**src/hw/rtl/i2cm_pkg.sv**
```systemverilog
// ----------------------------------------------------------------------------
// I2C master register access package
// Shared types and constants for the command front end and the bus engine.
// ----------------------------------------------------------------------------
package i2cm_pkg;

  localparam int unsigned PhaseTicksReset = 8'd1;
  localparam int unsigned QueueDepth      = 2;

  typedef enum logic [1:0] {
    OP_TICK  = 2'd0,
    OP_WRITE = 2'd1,
    OP_READ  = 2'd2,
    OP_DATA  = 2'd3
  } op_t;

  typedef enum logic [1:0] {
    STS_OK   = 2'd0,
    STS_NACK = 2'd1,
    STS_ERR  = 2'd2
  } status_t;

  // One input transaction as it travels from the front end to the engine.
  typedef struct packed {
    op_t        op;
    logic [6:0] dev;
    logic [7:0] reg_addr;
    logic [7:0] count;
    logic [7:0] data;
    logic       sda;
  } item_t;

  // One result transaction.
  typedef struct packed {
    logic       scl;
    logic       sda;
    logic [7:0] rdata;
    logic       rvalid;
    logic       dreq;
    logic       busy;
    logic       done;
    status_t    status;
  } result_t;

endpackage

```
**src/hw/rtl/i2cm_front.sv**
```systemverilog
// ----------------------------------------------------------------------------
// I2C master front end
// Accepts input transactions and holds them in a short queue for the engine.
// ----------------------------------------------------------------------------
module i2cm_front #(
  parameter int unsigned DEPTH = i2cm_pkg::QueueDepth
) (
  input  logic            clk,
  input  logic            rst_n,
  input  logic            push,
  output logic            full,
  input  i2cm_pkg::item_t item_in,
  output logic            item_valid,
  input  logic            item_take,
  output i2cm_pkg::item_t item_out
);
  import i2cm_pkg::*;

  localparam int unsigned AW = (DEPTH > 1) ? $clog2(DEPTH) : 1;

  item_t           mem_r [DEPTH];
  logic [AW-1:0]   wp_r, wp_nxt, rp_r, rp_nxt;
  logic [AW:0]     cnt_r, cnt_nxt;
  logic            do_push, do_pop;

  assign full       = (cnt_r == (AW+1)'(DEPTH));
  assign item_valid = (cnt_r != '0);
  assign item_out   = mem_r[rp_r];
  assign do_push    = push && !full;
  assign do_pop     = item_take && item_valid;

  always_comb begin
    wp_nxt  = wp_r;
    rp_nxt  = rp_r;
    cnt_nxt = cnt_r;
    if (do_push) begin
      wp_nxt = (wp_r == AW'(DEPTH - 1)) ? '0 : wp_r + AW'(1);
    end
    if (do_pop) begin
      rp_nxt = (rp_r == AW'(DEPTH - 1)) ? '0 : rp_r + AW'(1);
    end
    if (do_push && !do_pop) begin
      cnt_nxt = cnt_r + (AW+1)'(1);
    end else if (do_pop && !do_push) begin
      cnt_nxt = cnt_r - (AW+1)'(1);
    end
  end

  always_ff @(posedge clk) begin
    if (!rst_n) begin
      wp_r  <= '0;
      rp_r  <= '0;
      cnt_r <= '0;
    end else begin
      wp_r  <= wp_nxt;
      rp_r  <= rp_nxt;
      cnt_r <= cnt_nxt;
    end
  end

  always_ff @(posedge clk) begin
    if (do_push) begin
      mem_r[wp_r] <= item_in;
    end
  end

endmodule

```
**src/hw/rtl/i2cm_engine.sv**
```systemverilog
// ----------------------------------------------------------------------------
// I2C master bus engine
// Runs the bus state machine, one queued transaction per cycle while the
// two-entry output queue has room, and keeps results in that output queue.
// ----------------------------------------------------------------------------
module i2cm_engine (
  input  logic              clk,
  input  logic              rst_n,
  input  logic [7:0]        phase_ticks,
  input  logic              item_valid,
  output logic              item_take,
  input  i2cm_pkg::item_t   item,
  output logic              empty,
  input  logic              pop,
  output i2cm_pkg::result_t res
);
  import i2cm_pkg::*;

  typedef enum logic [16:0] {
    S_IDLE    = 17'b1 << 0,  S_STA1   = 17'b1 << 1,  S_STA2   = 17'b1 << 2,
    S_SAW     = 17'b1 << 3,  S_AAW    = 17'b1 << 4,  S_SREG   = 17'b1 << 5,
    S_AREG    = 17'b1 << 6,  S_WAIT   = 17'b1 << 7,  S_SDAT   = 17'b1 << 8,
    S_ADAT    = 17'b1 << 9,  S_SAR    = 17'b1 << 10, S_AAR    = 17'b1 << 11,
    S_RBIT    = 17'b1 << 12, S_RACK   = 17'b1 << 13, S_STOK   = 17'b1 << 14,
    S_STNK    = 17'b1 << 15, S_STER   = 17'b1 << 16
  } state_t;

  state_t      st_r, st_nxt;
  logic [1:0]  ph_r, ph_nxt;
  logic [7:0]  tc_r, tc_nxt, tc_inc, limit;
  logic [2:0]  bi_r, bi_nxt;
  logic [7:0]  sh_r, sh_nxt, bl_r, bl_nxt, treg_r, treg_nxt;
  logic [6:0]  tadr_r, tadr_nxt;
  logic        rm_r, rm_nxt, scl_r, scl_nxt, sda_r, sda_nxt;
  logic        ev_v, ev_d;
  logic [7:0]  ev_data;
  status_t     ev_st;
  result_t     q_r [2];
  logic        qw_r, qr_r;
  logic [1:0]  qc_r;
  result_t     r_new;

  function automatic logic is_send(state_t s);
    return s == S_SAW || s == S_SREG || s == S_SDAT || s == S_SAR;
  endfunction
  function automatic logic is_wack(state_t s);
    return s == S_AAW || s == S_AREG || s == S_ADAT || s == S_AAR;
  endfunction
  function automatic logic is_stop(state_t s);
    return s == S_STOK || s == S_STNK || s == S_STER;
  endfunction

  assign item_take = item_valid && (qc_r != 2'd2);
  assign limit     = (phase_ticks == 8'd0) ? 8'd1 : phase_ticks;
  assign tc_inc    = tc_r + 8'd1;

  always_comb begin
    logic       lv;
    logic [2:0] bi1;
    lv       = 1'b0;
    bi1      = bi_r + 3'd1;
    st_nxt   = st_r;
    ph_nxt   = ph_r;
    tc_nxt   = tc_r;
    bi_nxt   = bi_r;
    sh_nxt   = sh_r;
    bl_nxt   = bl_r;
    tadr_nxt = tadr_r;
    treg_nxt = treg_r;
    rm_nxt   = rm_r;
    ev_v     = 1'b0;
    ev_data  = 8'd0;
    ev_d     = 1'b0;
    ev_st    = STS_OK;
    // lv marks that line levels must be re-applied for (st_nxt, ph_nxt).
    if (item_take) begin
      unique case (item.op)
        OP_TICK: begin
          if (st_r != S_IDLE && st_r != S_WAIT) begin
            tc_nxt = tc_inc;
            if (tc_inc >= limit) begin
              tc_nxt = 8'd0;
              lv     = 1'b1;
              if (st_r == S_STA1 || st_r == S_STA2) begin
                if ((ph_r == 2'd0 && !item.sda) || (ph_r == 2'd1 && item.sda)) begin
                  st_nxt = S_STER; ph_nxt = 2'd0;
                end else if (ph_r < 2'd2) begin
                  ph_nxt = ph_r + 2'd1;
                end else begin
                  st_nxt = (st_r == S_STA1) ? S_SAW : S_SAR;
                  ph_nxt = 2'd0;
                  bi_nxt = 3'd0;
                  sh_nxt = {tadr_r, (st_r == S_STA2)};
                end
              end else if (is_send(st_r)) begin
                if (ph_r < 2'd2) begin
                  ph_nxt = ph_r + 2'd1;
                end else begin
                  sh_nxt = {sh_r[6:0], 1'b0};
                  bi_nxt = bi1;
                  ph_nxt = 2'd0;
                  if (bi1 == 3'd0) begin
                    unique case (st_r)
                      S_SAW:   st_nxt = S_AAW;
                      S_SREG:  st_nxt = S_AREG;
                      S_SDAT:  st_nxt = S_ADAT;
                      default: st_nxt = S_AAR;
                    endcase
                  end
                end
              end else if (is_wack(st_r)) begin
                if (ph_r == 2'd2 && st_r == S_AAW && item.sda) begin
                  st_nxt = S_STNK; ph_nxt = 2'd0;
                end else if (ph_r < 2'd3) begin
                  ph_nxt = ph_r + 2'd1;
                end else begin
                  ph_nxt = 2'd0;
                  if (st_r == S_AAW) begin
                    st_nxt = S_SREG; sh_nxt = treg_r; bi_nxt = 3'd0;
                  end else if (st_r == S_AREG && rm_r) begin
                    st_nxt = S_STA2;
                  end else if (st_r == S_AAR) begin
                    if (bl_r != 8'd0) begin
                      st_nxt = S_RBIT; bi_nxt = 3'd0; sh_nxt = 8'd0;
                    end else begin
                      st_nxt = S_STOK;
                    end
                  end else begin
                    st_nxt = (bl_r != 8'd0) ? S_WAIT : S_STOK;
                  end
                end
              end else if (st_r == S_RBIT) begin
                if (ph_r == 2'd0) begin
                  ph_nxt = 2'd1;
                end else begin
                  sh_nxt = {sh_r[6:0], item.sda};
                  bi_nxt = bi1;
                  ph_nxt = 2'd0;
                  if (bi1 == 3'd0) begin
                    bl_nxt  = bl_r - 8'd1;
                    ev_v    = 1'b1;
                    ev_data = {sh_r[6:0], item.sda};
                    st_nxt  = S_RACK;
                  end
                end
              end else if (st_r == S_RACK) begin
                if (ph_r < 2'd3) begin
                  ph_nxt = ph_r + 2'd1;
                end else begin
                  ph_nxt = 2'd0;
                  if (bl_r != 8'd0) begin
                    st_nxt = S_RBIT; bi_nxt = 3'd0; sh_nxt = 8'd0;
                  end else begin
                    st_nxt = S_STOK;
                  end
                end
              end else begin
                if (ph_r < 2'd3) begin
                  ph_nxt = ph_r + 2'd1;
                end else begin
                  lv     = 1'b0;
                  ev_d   = 1'b1;
                  ev_st  = (st_r == S_STOK) ? STS_OK :
                           (st_r == S_STNK) ? STS_NACK : STS_ERR;
                  st_nxt = S_IDLE;
                  ph_nxt = 2'd0;
                end
              end
            end
          end
        end
        OP_DATA: begin
          if (st_r == S_WAIT) begin
            bl_nxt = bl_r - 8'd1;
            sh_nxt = item.data;
            bi_nxt = 3'd0;
            st_nxt = S_SDAT;
            ph_nxt = 2'd0;
            tc_nxt = 8'd0;
            lv     = 1'b1;
          end
        end
        default: begin
          if (st_r == S_IDLE) begin
            tadr_nxt = item.dev;
            treg_nxt = item.reg_addr;
            bl_nxt   = item.count;
            rm_nxt   = (item.op == OP_READ);
            st_nxt   = S_STA1;
            ph_nxt   = 2'd0;
            tc_nxt   = 8'd0;
            lv       = 1'b1;
          end
        end
      endcase
    end
    scl_nxt = scl_r;
    sda_nxt = sda_r;
    if (lv) begin
      if (st_nxt == S_STA1 || st_nxt == S_STA2) begin
        if (ph_nxt == 2'd0) begin
          scl_nxt = 1'b1; sda_nxt = 1'b1;
        end else begin
          sda_nxt = 1'b0;
        end
      end else if (is_send(st_nxt)) begin
        if (ph_nxt == 2'd0) scl_nxt = 1'b0;
        else if (ph_nxt == 2'd1) sda_nxt = sh_nxt[7];
        else scl_nxt = 1'b1;
      end else if (is_wack(st_nxt)) begin
        if (ph_nxt == 2'd1) sda_nxt = 1'b1;
        else scl_nxt = (ph_nxt == 2'd2);
      end else if (st_nxt == S_RBIT) begin
        if (ph_nxt == 2'd0) begin
          scl_nxt = 1'b0; sda_nxt = 1'b1;
        end else begin
          scl_nxt = 1'b1;
        end
      end else if (st_nxt == S_RACK) begin
        if (ph_nxt == 2'd1) sda_nxt = (bl_nxt == 8'd0);
        else scl_nxt = (ph_nxt == 2'd2);
      end else if (is_stop(st_nxt)) begin
        if (ph_nxt == 2'd0) scl_nxt = 1'b0;
        else if (ph_nxt == 2'd1) sda_nxt = 1'b0;
        else if (ph_nxt == 2'd2) scl_nxt = 1'b1;
        else sda_nxt = 1'b1;
      end
    end
    r_new = '{scl: scl_nxt, sda: sda_nxt, rdata: ev_data, rvalid: ev_v,
              dreq: (st_nxt == S_WAIT), busy: (st_nxt != S_IDLE),
              done: ev_d, status: ev_st};
  end

  assign empty = (qc_r == 2'd0);
  assign res   = q_r[qr_r];

  always_ff @(posedge clk) begin
    if (!rst_n) begin
      st_r <= S_IDLE; ph_r <= '0; tc_r <= '0; bi_r <= '0; sh_r <= '0;
      bl_r <= '0; tadr_r <= '0; treg_r <= '0; rm_r <= 1'b0;
      scl_r <= 1'b1; sda_r <= 1'b1;
      qw_r <= 1'b0; qr_r <= 1'b0; qc_r <= 2'd0;
    end else begin
      st_r <= st_nxt; ph_r <= ph_nxt; tc_r <= tc_nxt; bi_r <= bi_nxt;
      sh_r <= sh_nxt; bl_r <= bl_nxt; tadr_r <= tadr_nxt; treg_r <= treg_nxt;
      rm_r <= rm_nxt; scl_r <= scl_nxt; sda_r <= sda_nxt;
      if (item_take) qw_r <= ~qw_r;
      if (pop && !empty) qr_r <= ~qr_r;
      qc_r <= qc_r + 2'(item_take) - 2'(pop && !empty);
    end
  end

  always_ff @(posedge clk) begin
    if (item_take) q_r[qw_r] <= r_new;
  end

endmodule

```
**src/hw/rtl/i2c_master_register_access_core.sv**
```systemverilog
// ----------------------------------------------------------------------------
// I2C master register access core
// Queue-style wrapper around the command front end and the bus engine.
// ----------------------------------------------------------------------------
// Usage: push a transaction on in_* while full is low; each one yields exactly
// one result transaction on out_*, read while empty is low and taken by pop.
// Tick transactions advance the bus by one tick; commands start a burst write
// or read; data transactions supply write bytes when out_data_request is set.
// Each accepted input passes through the input queue to the engine, which
// writes its result into the result queue; the block sustains one transaction per cycle while results are popped.
// When the receiver stalls, the two-entry result queue fills, the engine stops
// taking from the input queue, and full rises once that queue is also full.
// cfg_phase_ticks may be written through cfg_valid/cfg_ready while idle.
// Reset empties both queues, releases SCL and SDA and sets phase_ticks to 1.
// ----------------------------------------------------------------------------
module i2c_master_register_access_core #(
  parameter int unsigned QUEUE_DEPTH = i2cm_pkg::QueueDepth
) (
  input  logic       clk,
  input  logic       rst_n,
  input  logic       push,
  output logic       full,
  input  logic [1:0] in_operation,
  input  logic [6:0] in_device_address,
  input  logic [7:0] in_register_address,
  input  logic [7:0] in_byte_count,
  input  logic [7:0] in_data_byte,
  input  logic       in_sda_sample,
  output logic       empty,
  input  logic       pop,
  output logic       out_scl_release,
  output logic       out_sda_release,
  output logic [7:0] out_read_data,
  output logic       out_read_valid,
  output logic       out_data_request,
  output logic       out_busy_res,
  output logic       out_done_res,
  output logic [1:0] out_status,
  input  logic       cfg_valid,
  output logic       cfg_ready,
  input  logic [7:0] cfg_phase_ticks
);
  import i2cm_pkg::*;

  logic [7:0] pt_r;
  item_t      it_in, it_q;
  logic       it_valid, it_take;
  result_t    res;

  assign cfg_ready = 1'b1;
  always_ff @(posedge clk) begin
    if (!rst_n) pt_r <= 8'(PhaseTicksReset);
    else if (cfg_valid) pt_r <= cfg_phase_ticks;
  end

  assign it_in = '{op: op_t'(in_operation), dev: in_device_address,
                   reg_addr: in_register_address, count: in_byte_count,
                   data: in_data_byte, sda: in_sda_sample};

  i2cm_front #(.DEPTH(QUEUE_DEPTH)) u_front (
    .clk, .rst_n, .push, .full, .item_in(it_in),
    .item_valid(it_valid), .item_take(it_take), .item_out(it_q)
  );

  i2cm_engine u_engine (
    .clk, .rst_n, .phase_ticks(pt_r), .item_valid(it_valid),
    .item_take(it_take), .item(it_q), .empty, .pop, .res
  );

  assign out_scl_release  = res.scl;
  assign out_sda_release  = res.sda;
  assign out_read_data    = res.rdata;
  assign out_read_valid   = res.rvalid;
  assign out_data_request = res.dreq;
  assign out_busy_res     = res.busy;
  assign out_done_res     = res.done;
  assign out_status       = res.status;

endmodule
```
**config.mk**
```make
export PLATFORM = sky130hd
export DESIGN_NAME = i2c_master_register_access_core
export DESIGN_NICKNAME = d
export VERILOG_FILES = /design/src/hw/rtl/i2cm_pkg.sv /design/src/hw/rtl/i2cm_front.sv /design/src/hw/rtl/i2cm_engine.sv /design/src/hw/rtl/i2c_master_register_access_core.sv
export SDC_FILE = /design/constraint.sdc
export NUM_CORES = 1
export LEC_CHECK = 0
export BUFFER_PORTS_ARGS = -buffer_cell sky130_fd_sc_hd__buf_4
export CAP_MARGIN = 20
export CORE_MARGIN = 1.5
export CORE_UTILIZATION = 35
export CTS_BUF_LIST = sky130_fd_sc_hd__clkbuf_4
export CTS_CLUSTER_DIAMETER = 80
export DETAILED_ROUTE_END_ITERATION = 8
export REMOVE_ABC_BUFFERS = 1
export SYNTH_ARGS = -nofsm -noshare
export SYNTH_HDL_FRONTEND = slang
export SYNTH_HIERARCHICAL = 1
export SYNTH_SLANG_ARGS = --single-unit
```
**constraint.sdc**
```tcl
create_clock -name clk -period 13 [get_ports clk]
set_input_delay 0.65 -clock clk [delete_from_list [all_inputs] [get_ports clk]]
set_output_delay 0.65 -clock clk [all_outputs]
set_load 0.01 [all_outputs]
```
* Word level (Yosys, flattened, before mapping)
Memory sizes are Yosys's and may differ from the RTL's. A register that Yosys moved wholly into a read port is not among the register bits.
Cells that the tools add are included.
** Word-level totals
- Flip-flop bits (word level) :: 80
- Bits in latches :: 0
- Memory bits (writable) :: 100
- Bits in read-only memories :: 0
- Input bits :: 47
- Output and inout bits :: 19
- Word-level logic and storage cells :: 342
- Memories kept :: 2
** Cells by class
- $add $sub $neg :: 10
- Multipliers :: 0
- Divide/modulo/power cells :: 0
- Order comparisons :: 3
- Eq/ne operators :: 56
- Shifts and indexed selects :: 0
- Muxes and demuxes :: 199
- Bitwise operators :: 3
- Reductions and logical operators :: 50
** Memories
- u_front.mem_r :: words 2, width 34, read ports 1, clocked after Yosys merged registers in 1, write ports 1, line i2cm_front.sv:21 : item_t mem_r [DEPTH];
- u_engine.q_r :: words 2, width 16, read ports 1, clocked after Yosys merged registers in 1, write ports 1, line i2cm_engine.sv:38 : result_t q_r [2];
** Operators by type and width (count)
- $mux 17 :: 23
- $mux 8 :: 46
- $mux 1 :: 73
- $mux 3 :: 19
- $mux 2 :: 27
- $pmux 8 s2 :: 3
- $pmux 12 s3 :: 1
- $eq 17x10->1 const B :: 2
- $eq 17x11->1 const B :: 2
- $eq 17x12->1 const B :: 2
- $eq 17x13->1 const B :: 2
- $eq 17x14->1 const B :: 2
- $eq 17x15->1 const B :: 2
- $eq 17x16->1 const B :: 2
- $eq 17x2->1 const B :: 2
- $eq 17x3->1 const B :: 2
- $eq 17x4->1 const B :: 2
- $eq 17x5->1 const B :: 2
- $eq 17x6->1 const B :: 2
- $eq 17x7->1 const B :: 2
- $eq 17x8->1 const B :: 2
- $eq 17x9->1 const B :: 2
- $ne 17x1->1 const B :: 2
- $pmux 17 s2 :: 1
- other kinds (43) :: 96

* Longest topological paths before layout
Gate-level depths: netlist of the first run.
- Depth in word-level cells :: 24
- Depth in mapped cells :: 18
- Mapped depth without buffers :: 17

* By module
The synthesis of the first run kept the hierarchy.
** By module, submodules not included
- i2cm_engine :: instances 1, cells an instance 873, area an instance 7244.4 sq um, seq. area each 2342.2 sq um
- i2cm_front :: instances 1, cells an instance 131, area an instance 2688.8 sq um, seq. area each 2142.1 sq um
- i2c_master_register_access_core :: instances 1, cells an instance 27, area an instance 310.3 sq um, seq. area each 160.2 sq um

* Worst setup path after synthesis of the first run
No wires, ideal clock.
- Path kind :: register to register
- Start :: register u_engine.tc_r[0]
- End :: memory u_engine/q_r[0][15] (netlist bit) (data pin)
- Setup time :: 267 ps
- Data arrival time :: 4144 ps
- Data required time :: 12733 ps
- Path slack :: 8589 ps
- Stages on the path, launching flop included :: 19
- Path buffers :: 1
- Clock period less this slack :: 4411 ps
- Cells stage by stage :: dfxtp_1 > ha_1 > and3_1 > nand3_1 > xnor2_1 > ha_1 > and3_1 > nand3_1 > o21a_1 > clkbuf_1 > nor3_1 > and3_1 > a211oi_4 > and4_1 > and4_1 > and4_1 > or4_1 > nor3b_1 > a211oi_2
** RTL lines
- start: declaration :: line i2cm_engine.sv:30 : logic [7:0] tc_r, tc_nxt, tc_inc, limit;
- start signal: assignment :: line i2cm_engine.sv:244 : st_r <= st_nxt; ph_r <= ph_nxt; tc_r <= tc_nxt; bi_r <= bi_nxt;
- end: declaration :: line i2cm_engine.sv:38

==> results of run 1 <==
-- power groups by stage --
| stage | combinational [mW] | sequential [mW] | clock (mW) |
|---|---|---|---|
| 2_1_floorplan | 0.551 | 0.778 | 0 |
| 3_3_place_gp | 0.869 | 0.785 | 0 |
| 3_5_place_dp | 0.863 | 0.787 | 0 |
| 4_1_cts | 0.870 | 0.773 | 0.313 |
| 5_1_grt | 0.944 | 0.785 | 0.333 |
| 6_report | 0.882 | 0.774 | 0.303 |
-- sequential cells by signal (all words and copies together) (netlist names), 3 cells and up, named ones only --
name and cells:
u_engine/q_r 32, u_engine/bi_r 3, u_engine/treg_r 8, u_front/mem_r 68, u_engine/sh_r 8, u_engine/st_r 17
u_engine/tc_r 8, u_engine/bl_r 8, pt_r 8, u_engine/tadr_r 7
-- layout by cell type, fill, tap and decap left out, types with 10 or more instances in the layout --
master and instances:
mux2_2 52, ha_1 23, mux2i_1 12, dfxtp_1 82, xnor2_1 16, a21oi_1 68
edfxtp_1 100, nand3_1 31, nand2_1 97, and2_1 25, o211ai_1 11, nand2b_1 10
nand4_1 11, a21o_1 11, nor2b_1 13, a22oi_1 14, and3_1 12, nor3_1 38
nor4_1 13, nor2_1 80, o21ai_0 36, clkbuf_4 19, buf_4 79, or3_1 12
inv_1 29
-- final timing paths --
kind                                                    start                        endpoint  slack (ns)  depth (start not counted)
worst min-delay path                         in_byte_count[2]  u_front/mem_r[0][11]$_DFFE_PP_        0.23                          1
worst min register to register  u_engine/bi_r[2]$_SDFFE_PN0P_   u_engine/bi_r[2]$_SDFFE_PN0P_        0.47                          2
worst max register to register                           flop   u_engine/q_r[0][15]$_DFFE_PP_        7.47                         16
worst max-delay path                                     flop   u_engine/q_r[0][15]$_DFFE_PP_        7.47                         16
-- area by class of cell --
cell class	count	area [um2]
antenna	2	5.005
clock buffer	19	142.6
clock inverter	13	113.9
fill	2884	17410
inverter	33	123.9
multi-input combinational	768	5263
sequential	182	4644
tap	384	480.5
timing repair buffer	79	593.1
-- metal layers --
metal	track usage	vias to the layer above	part of all wire
met2	0.3082	423	0.44
met4	0.07004	0	0.027
met5	0	-	0
li1	-	4008	-
met3	0.03259	58	0.073
met1	0.3022	4221	0.47
-- kinds of logic after synthesis --
group,after synthesis
AO/OA/AOI/OAI,254
XOR/XNOR,23
adder cells (fa/ha/maj),23
buffers and inverters,81
flip-flops,182
multiplexers,64
other,1
AND/OR/NAND/NOR,403
-- synthesized netlist by cell type, types with 12 or more instances --
master	n	area share
edfxtp_1	100	0.29
nand2_1	97	0.036
dfxtp_1	82	0.16
nor2_1	80	0.029
a21oi_1	68	0.033
mux2_2	52	0.057
nor3_1	40	0.020
o21ai_0	36	0.018
nand3_1	31	0.015
inv_1	30	0.011
clkbuf_1	28	0.010
and2_1	25	0.015
ha_1	23	0.028
xnor2_1	16	0.014
a22oi_1	14	0.010
nor4_1	14	0.0085
nor2b_1	13	0.0079
and3_1	12	0.0073
mux2i_1	12	0.012
or3_1	12	0.0073
-- metrics by stage --
stage	hold WS [ns]	util	power (mW)
after floorplan	0.4356	-	1.330
after global placement	0.4416	0.3858	1.653
after detailed placement	0.4513	0.3858	1.650
after CTS	0.1933	0.3947	1.956
after global routing	0.1706	0.3949	2.063
final	0.2307	0.3949	1.959
-- worst max-delay path: cells and delay by family (launching register included) --
kind	cells	cell delay [ns]
flops	1	0.51
simple gates	8	2.28
mux	1	0.39
fa+ha+maj	1	0.64
buf+inv	3	0.90
compound gates	3	0.57
==> flow_metrics.env, run 1 <==
export IMPL_clkPwrFrac=0.155
export IMPL_final_cells=1480
export IMPL_clkTransAtPathRegs_ns=0.17
export IMPL_synth_cells=1031
export IMPL_maxCapViolCount=0
export IMPL_synth_edf_count=100
export IMPL_synth_area_um2=10240
export IMPL_wirelength_mm=31.41
export IMPL_rsz0062_at_grt="false"
export IMPL_status="finished, final reports clean"
export IMPL_worst_pin_slew_ns=1.067
export IMPL_maxSlewHeadroom=0.2850
export IMPL_clkLatencyLatePin_ns=0.59
export IMPL_muxShareOfSynthArea=0.06889
export IMPL_worstPathRequired_ns=13.34
export IMPL_start_util=0.3559
export IMPL_fin_skew_ns=0.03451
export IMPL_vias=8710
export IMPL_cts_resized=0
export IMPL_swShare=0.4293
export IMPL_cts_buffer_depth=2
export IMPL_port_buffers=64
export IMPL_grt_pass1_vias=8112
export IMPL_final_layout_size_suffix_gt1_frac=0.1965
export IMPL_stdcell_area_um2=11370
export IMPL_hold_viol=0
export IMPL_synth_distinct_cells=102
export IMPL_endpoint_kind="flop"
export IMPL_synthSimpleGateAreaFrac=0.2171
export IMPL_cts_root_buf="clkbuf_4"
export IMPL_synth_compound_area_frac=0.1775
export IMPL_finalSetupViolations=0
export IMPL_drt_initial_drc_count=1025
export IMPL_grt_max_degree=59
export IMPL_async_flop_share=0
export IMPL_syn_area_per_cell_um2=9.936
export IMPL_die_w_um=174.1
export IMPL_dp_hpwl_mm=22.93
export IMPL_p_leak_nw=3.992
export IMPL_grt_use_total=0.2064
export IMPL_crit_slowest_cell="ha_1"
export IMPL_drt_pass1_iterations=8
export IMPL_slew_violations=0
export IMPL_worstHoldPathType="in2reg"
export IMPL_cpMostUsedCell="and4_1"
export IMPL_fmax_mhz=180.7
export IMPL_slowest_delay_ns=0.64
export IMPL_final_setup_tns_ns=0
export IMPL_ys_seq_area_frac=0.4534
export IMPL_synth_xor_xnor_area_share=0.01967
export IMPL_synthFlopType="edfxtp_1"
export IMPL_pre_cts_ws_ns=7.596
export IMPL_intPower_mw=1.118
export IMPL_syn2layout_area_growth_pct=10.96
export IMPL_place_congestion=0.9815
export IMPL_post_cts_setup_buffer_count=0
export IMPL_net_switching_power_mw=0.8409
export IMPL_synthAdderAreaFrac=0.02809
export IMPL_ant_nets=0
export IMPL_drcViolationCount=0
export IMPL_final_net_count=1151
export IMPL_wl_per_cell_um=21.22
export IMPL_grt_overflow=0
export IMPL_cts_tree="built"
export IMPL_grt_pass1_wl_mm=48.10
export IMPL_crit_fanout=16
export IMPL_clock_sinks=182
export IMPL_peakVddDrop_v=0.00009406
export IMPL_min_period_ns=5.533
export IMPL_power_frac_seq=0.395
export IMPL_hold_buffers=0
export IMPL_p_per_area_nw_per_um2=172.3
export IMPL_ys_warnings_count=6
export IMPL_num_rows=62
export IMPL_cts_inserted_buffers=17
export IMPL_via_per_inst=5.885
export IMPL_placedCellCount=1446
export IMPL_htreeDepth=4
export IMPL_post_dp_cell_area_um2=11100
export IMPL_worstSetupStartpointType="flop"
export IMPL_critPathArrivalTime_ns=5.87
export IMPL_coreArea_um2=28780
export IMPL_worstPathCellList="mux2_2 -> inv_1 -> ha_1 -> clkinv_1 -> nor3_1 -> buf_4 -> nand4_1 -> nor2_1 -> o21ai_0 -> a22o_1 -> and4_1 -> and4_1 -> and4_1 -> or4_1 -> nor3b_1 -> a211oi_2"
export IMPL_antenna_found_initial=2
export IMPL_die_h_um=174.1
export IMPL_critPathKind="reg2reg"
export IMPL_die_area_um2=30300
export IMPL_yosys_register_bits=182
export IMPL_fin_ws_ns=7.467
export IMPL_power_frac_comb=0.450
export IMPL_boundaryPins=66
export IMPL_synth_top_family_by_area="simple AND/OR/NAND/NOR gates"
export IMPL_min_period_over_period=0.4256
Note: power is estimated with default switching activity, not from simulation.
==> inputs of run 2 (changes only) <==
clock period = 4.9 ns   (was 13 ns; I/O delays follow)
==> flow_metrics.env, run 2 (synthesized netlist as in run 1, its figures left out) <==
export IMPL_drt_initial_drc_count=947
export IMPL_die_w_um=174.1
export IMPL_worstHoldPathType="in2reg"
export IMPL_swShare=0.4289
export IMPL_final_cells=1586
export IMPL_antenna_found_initial=1
export IMPL_maxSlewHeadroom=0.3501
export IMPL_reg2reg_from="u_engine/tc_r[0]$_SDFFE_PN0P_"
export IMPL_worstHoldPathCells=4
export IMPL_num_rows=62
export IMPL_start_util=0.3559
export IMPL_place_congestion=1.028
export IMPL_holdCritStartpoint="pop"
export IMPL_worstSetupStartpointType="flop"
export IMPL_cts_tree="built"
export IMPL_clkTransAtPathRegs_ns=0.17
export IMPL_largest_register="u_front/mem_r"
export IMPL_hold_path_end="u_engine/qr_r$_SDFFE_PN0P_"
export IMPL_drcViolationCount=0
export IMPL_min_period_ns=4.608
export IMPL_drt_pass1_iterations=8
export IMPL_layout_common_cells="126 x buf_4, 100 x edfxtp_1, 97 x nand2_1, 82 x dfxtp_1, 79 x nor2_1"
export IMPL_fin_ws_ns=0.2918
export IMPL_maxCapViolCount=0
export IMPL_grt_max_degree=59
export IMPL_worst_pin_slew_ns=0.9659
export IMPL_peakVddDrop_v=0.0002660
export IMPL_dp_hpwl_mm=24.57
export IMPL_p_per_area_nw_per_um2=438.8
export IMPL_final_common_cell="buf_4"
export IMPL_post_dp_cell_area_um2=11450
export IMPL_min_period_over_period=0.9404
export IMPL_finalPower_mw=5.447
export IMPL_fmax_mhz=217.0
export IMPL_worstPathRequired_ns=5.37
export IMPL_crit_fanout=11
export IMPL_p_leak_nw=4.515
export IMPL_stdcell_area_um2=12410
export IMPL_whs_ns=0.1281
export IMPL_largest_reg_flops=68
export IMPL_status="finished, final reports clean"
export IMPL_endpoint_kind="flop"
export IMPL_pre_cts_ws_ns=0.2645
export IMPL_final_layout_size_suffix_gt1_frac=0.2215
export IMPL_grt_pass1_vias=8747
export IMPL_via_per_inst=5.728
export IMPL_finalSetupViolations=0
export IMPL_wl_per_cell_um=20.90
export IMPL_rsz0062_at_grt="false"
export IMPL_die_area_um2=30300
export IMPL_hold_viol=0
export IMPL_power_frac_comb=0.457
export IMPL_cts_buffer_depth=2
export IMPL_timing_rr_end="u_engine/q_r[1][14]$_DFFE_PP_"
export IMPL_grt_use_total=0.2203
export IMPL_fin_skew_ns=0.03519
export IMPL_rr_worst_depth=18
export IMPL_final_net_count=1258
export IMPL_port_buffers=64
export IMPL_net_switching_power_mw=2.336
export IMPL_placedCellCount=1493
export IMPL_ant_nets=0
export IMPL_slew_violations=0
export IMPL_critPathKind="reg2reg"
export IMPL_clock_sinks=182
export IMPL_clkPwrFrac=0.165
export IMPL_power_frac_seq=0.378
export IMPL_grt_pass1_wl_mm=51.27
export IMPL_cts_inserted_buffers=17
export IMPL_ff2ff_setup_slack_ns=0.29
export IMPL_layout_top_registers="u_front/mem_r x68, u_engine/q_r x32, u_engine/st_r x17"
export IMPL_grt_overflow=0
export IMPL_clkLatencyLatePin_ns=0.63
export IMPL_die_h_um=174.1
export IMPL_coreArea_um2=28780
export IMPL_htreeDepth=4
export IMPL_vias=9085
export IMPL_syn2layout_area_growth_pct=21.18
export IMPL_intPower_mw=3.111
export IMPL_cts_root_buf="clkbuf_4"
export IMPL_boundaryPins=66
export IMPL_critPathArrivalTime_ns=5.08
export IMPL_wirelength_mm=33.15
==> run 2: repair_timing <==
action	4_1_cts	5_1_grt
hold buffers	60	0
endpoints found under the setup margin	0	5
hold endpoints to repair	89	0
gates resized for setup	0	7
setup buffers	0	0
==> run 2: worst max path at each step <==
stage / from / to / slack, ns / depth (start not counted)
detailed placement: u_engine/tc_r[0]$_SDFFE_PN0P_ / u_engine/q_r[1][14]$_DFFE_PP_ / 0.26 / 17
CTS: u_engine/tc_r[0]$_SDFFE_PN0P_ / u_engine/q_r[1][14]$_DFFE_PP_ / 0.18 / 17
global placement: u_engine/tc_r[0]$_SDFFE_PN0P_ / u_engine/q_r[0][14]$_DFFE_PP_ / 0.27 / 17
floorplan: flop / u_engine/q_r[0][15]$_DFFE_PP_ / -0.67 / 14
finish: u_engine/tc_r[0]$_SDFFE_PN0P_ / u_engine/q_r[1][14]$_DFFE_PP_ / 0.29 / 18
global route: u_engine/tc_r[0]$_SDFFE_PN0P_ / u_engine/q_r[1][14]$_DFFE_PP_ / 0.002 / 18
==> run 2: layout make-up <==
| cell class | count | area, um2 |
|---|---|---|
| Timing Repair Buffer | 186 | 1546 |
| Tap cell | 384 | 480.5 |
| Inverter | 33 | 123.9 |
| Multi-Input combinational cell | 768 | 5291 |
| Sequential cell | 182 | 4644 |
| Fill cell | 2824 | 16370 |
| Antenna cell | 1 | 2.502 |
| Clock buffer | 17 | 127.6 |
| Clock inverter | 15 | 196.4 |
==> run 2: worst max-delay path: stages, from the launching register on <==
cell and delay, ns:
dfxtp_1 0.43, ha_1 0.20, and3_1 0.20, nand3_1 0.10, xnor2_1 0.21, ha_1 0.27, a21o_1 0.16, a221oi_1 0.32
o21ai_0 0.15, buf_4 0.20, a31oi_1 0.37, o21ai_0 0.16, a21oi_1 0.24, o31ai_1 0.14, a211oi_1 0.67, a21oi_1 0.22
o21ai_0 0.26, o21ai_2 0.08, nand2_1 0.10
==> run 2: per-stage QoR <==
stage               setup TNS, ns    util
finish                          0  0.4313
global route                    0  0.4313
CTS                             0  0.4299
detailed placement              0  0.3977
global placement                0  0.3977
floorplan                  -2.646       -
==> run 2: metal layers <==
layer  GRT usage  vias to the layer above  share of wire
li1            -                     4229              -
met2      0.3345                      417           0.44
met3     0.04331                       83          0.074
met4     0.09052                        0          0.035
met5           0                        -              0
met1      0.3063                     4356           0.45
==> run 2: power groups by stage <==
stage / logic (mW) / clock network, mW / registers [mW]
floorplan: 1.46 / 0 / 2.06
global placement: 2.40 / 0 / 2.08
detailed placement: 2.39 / 0 / 2.09
CTS: 2.44 / 0.933 / 2.06
global route: 2.67 / 0.994 / 2.08
finish: 2.49 / 0.897 / 2.06
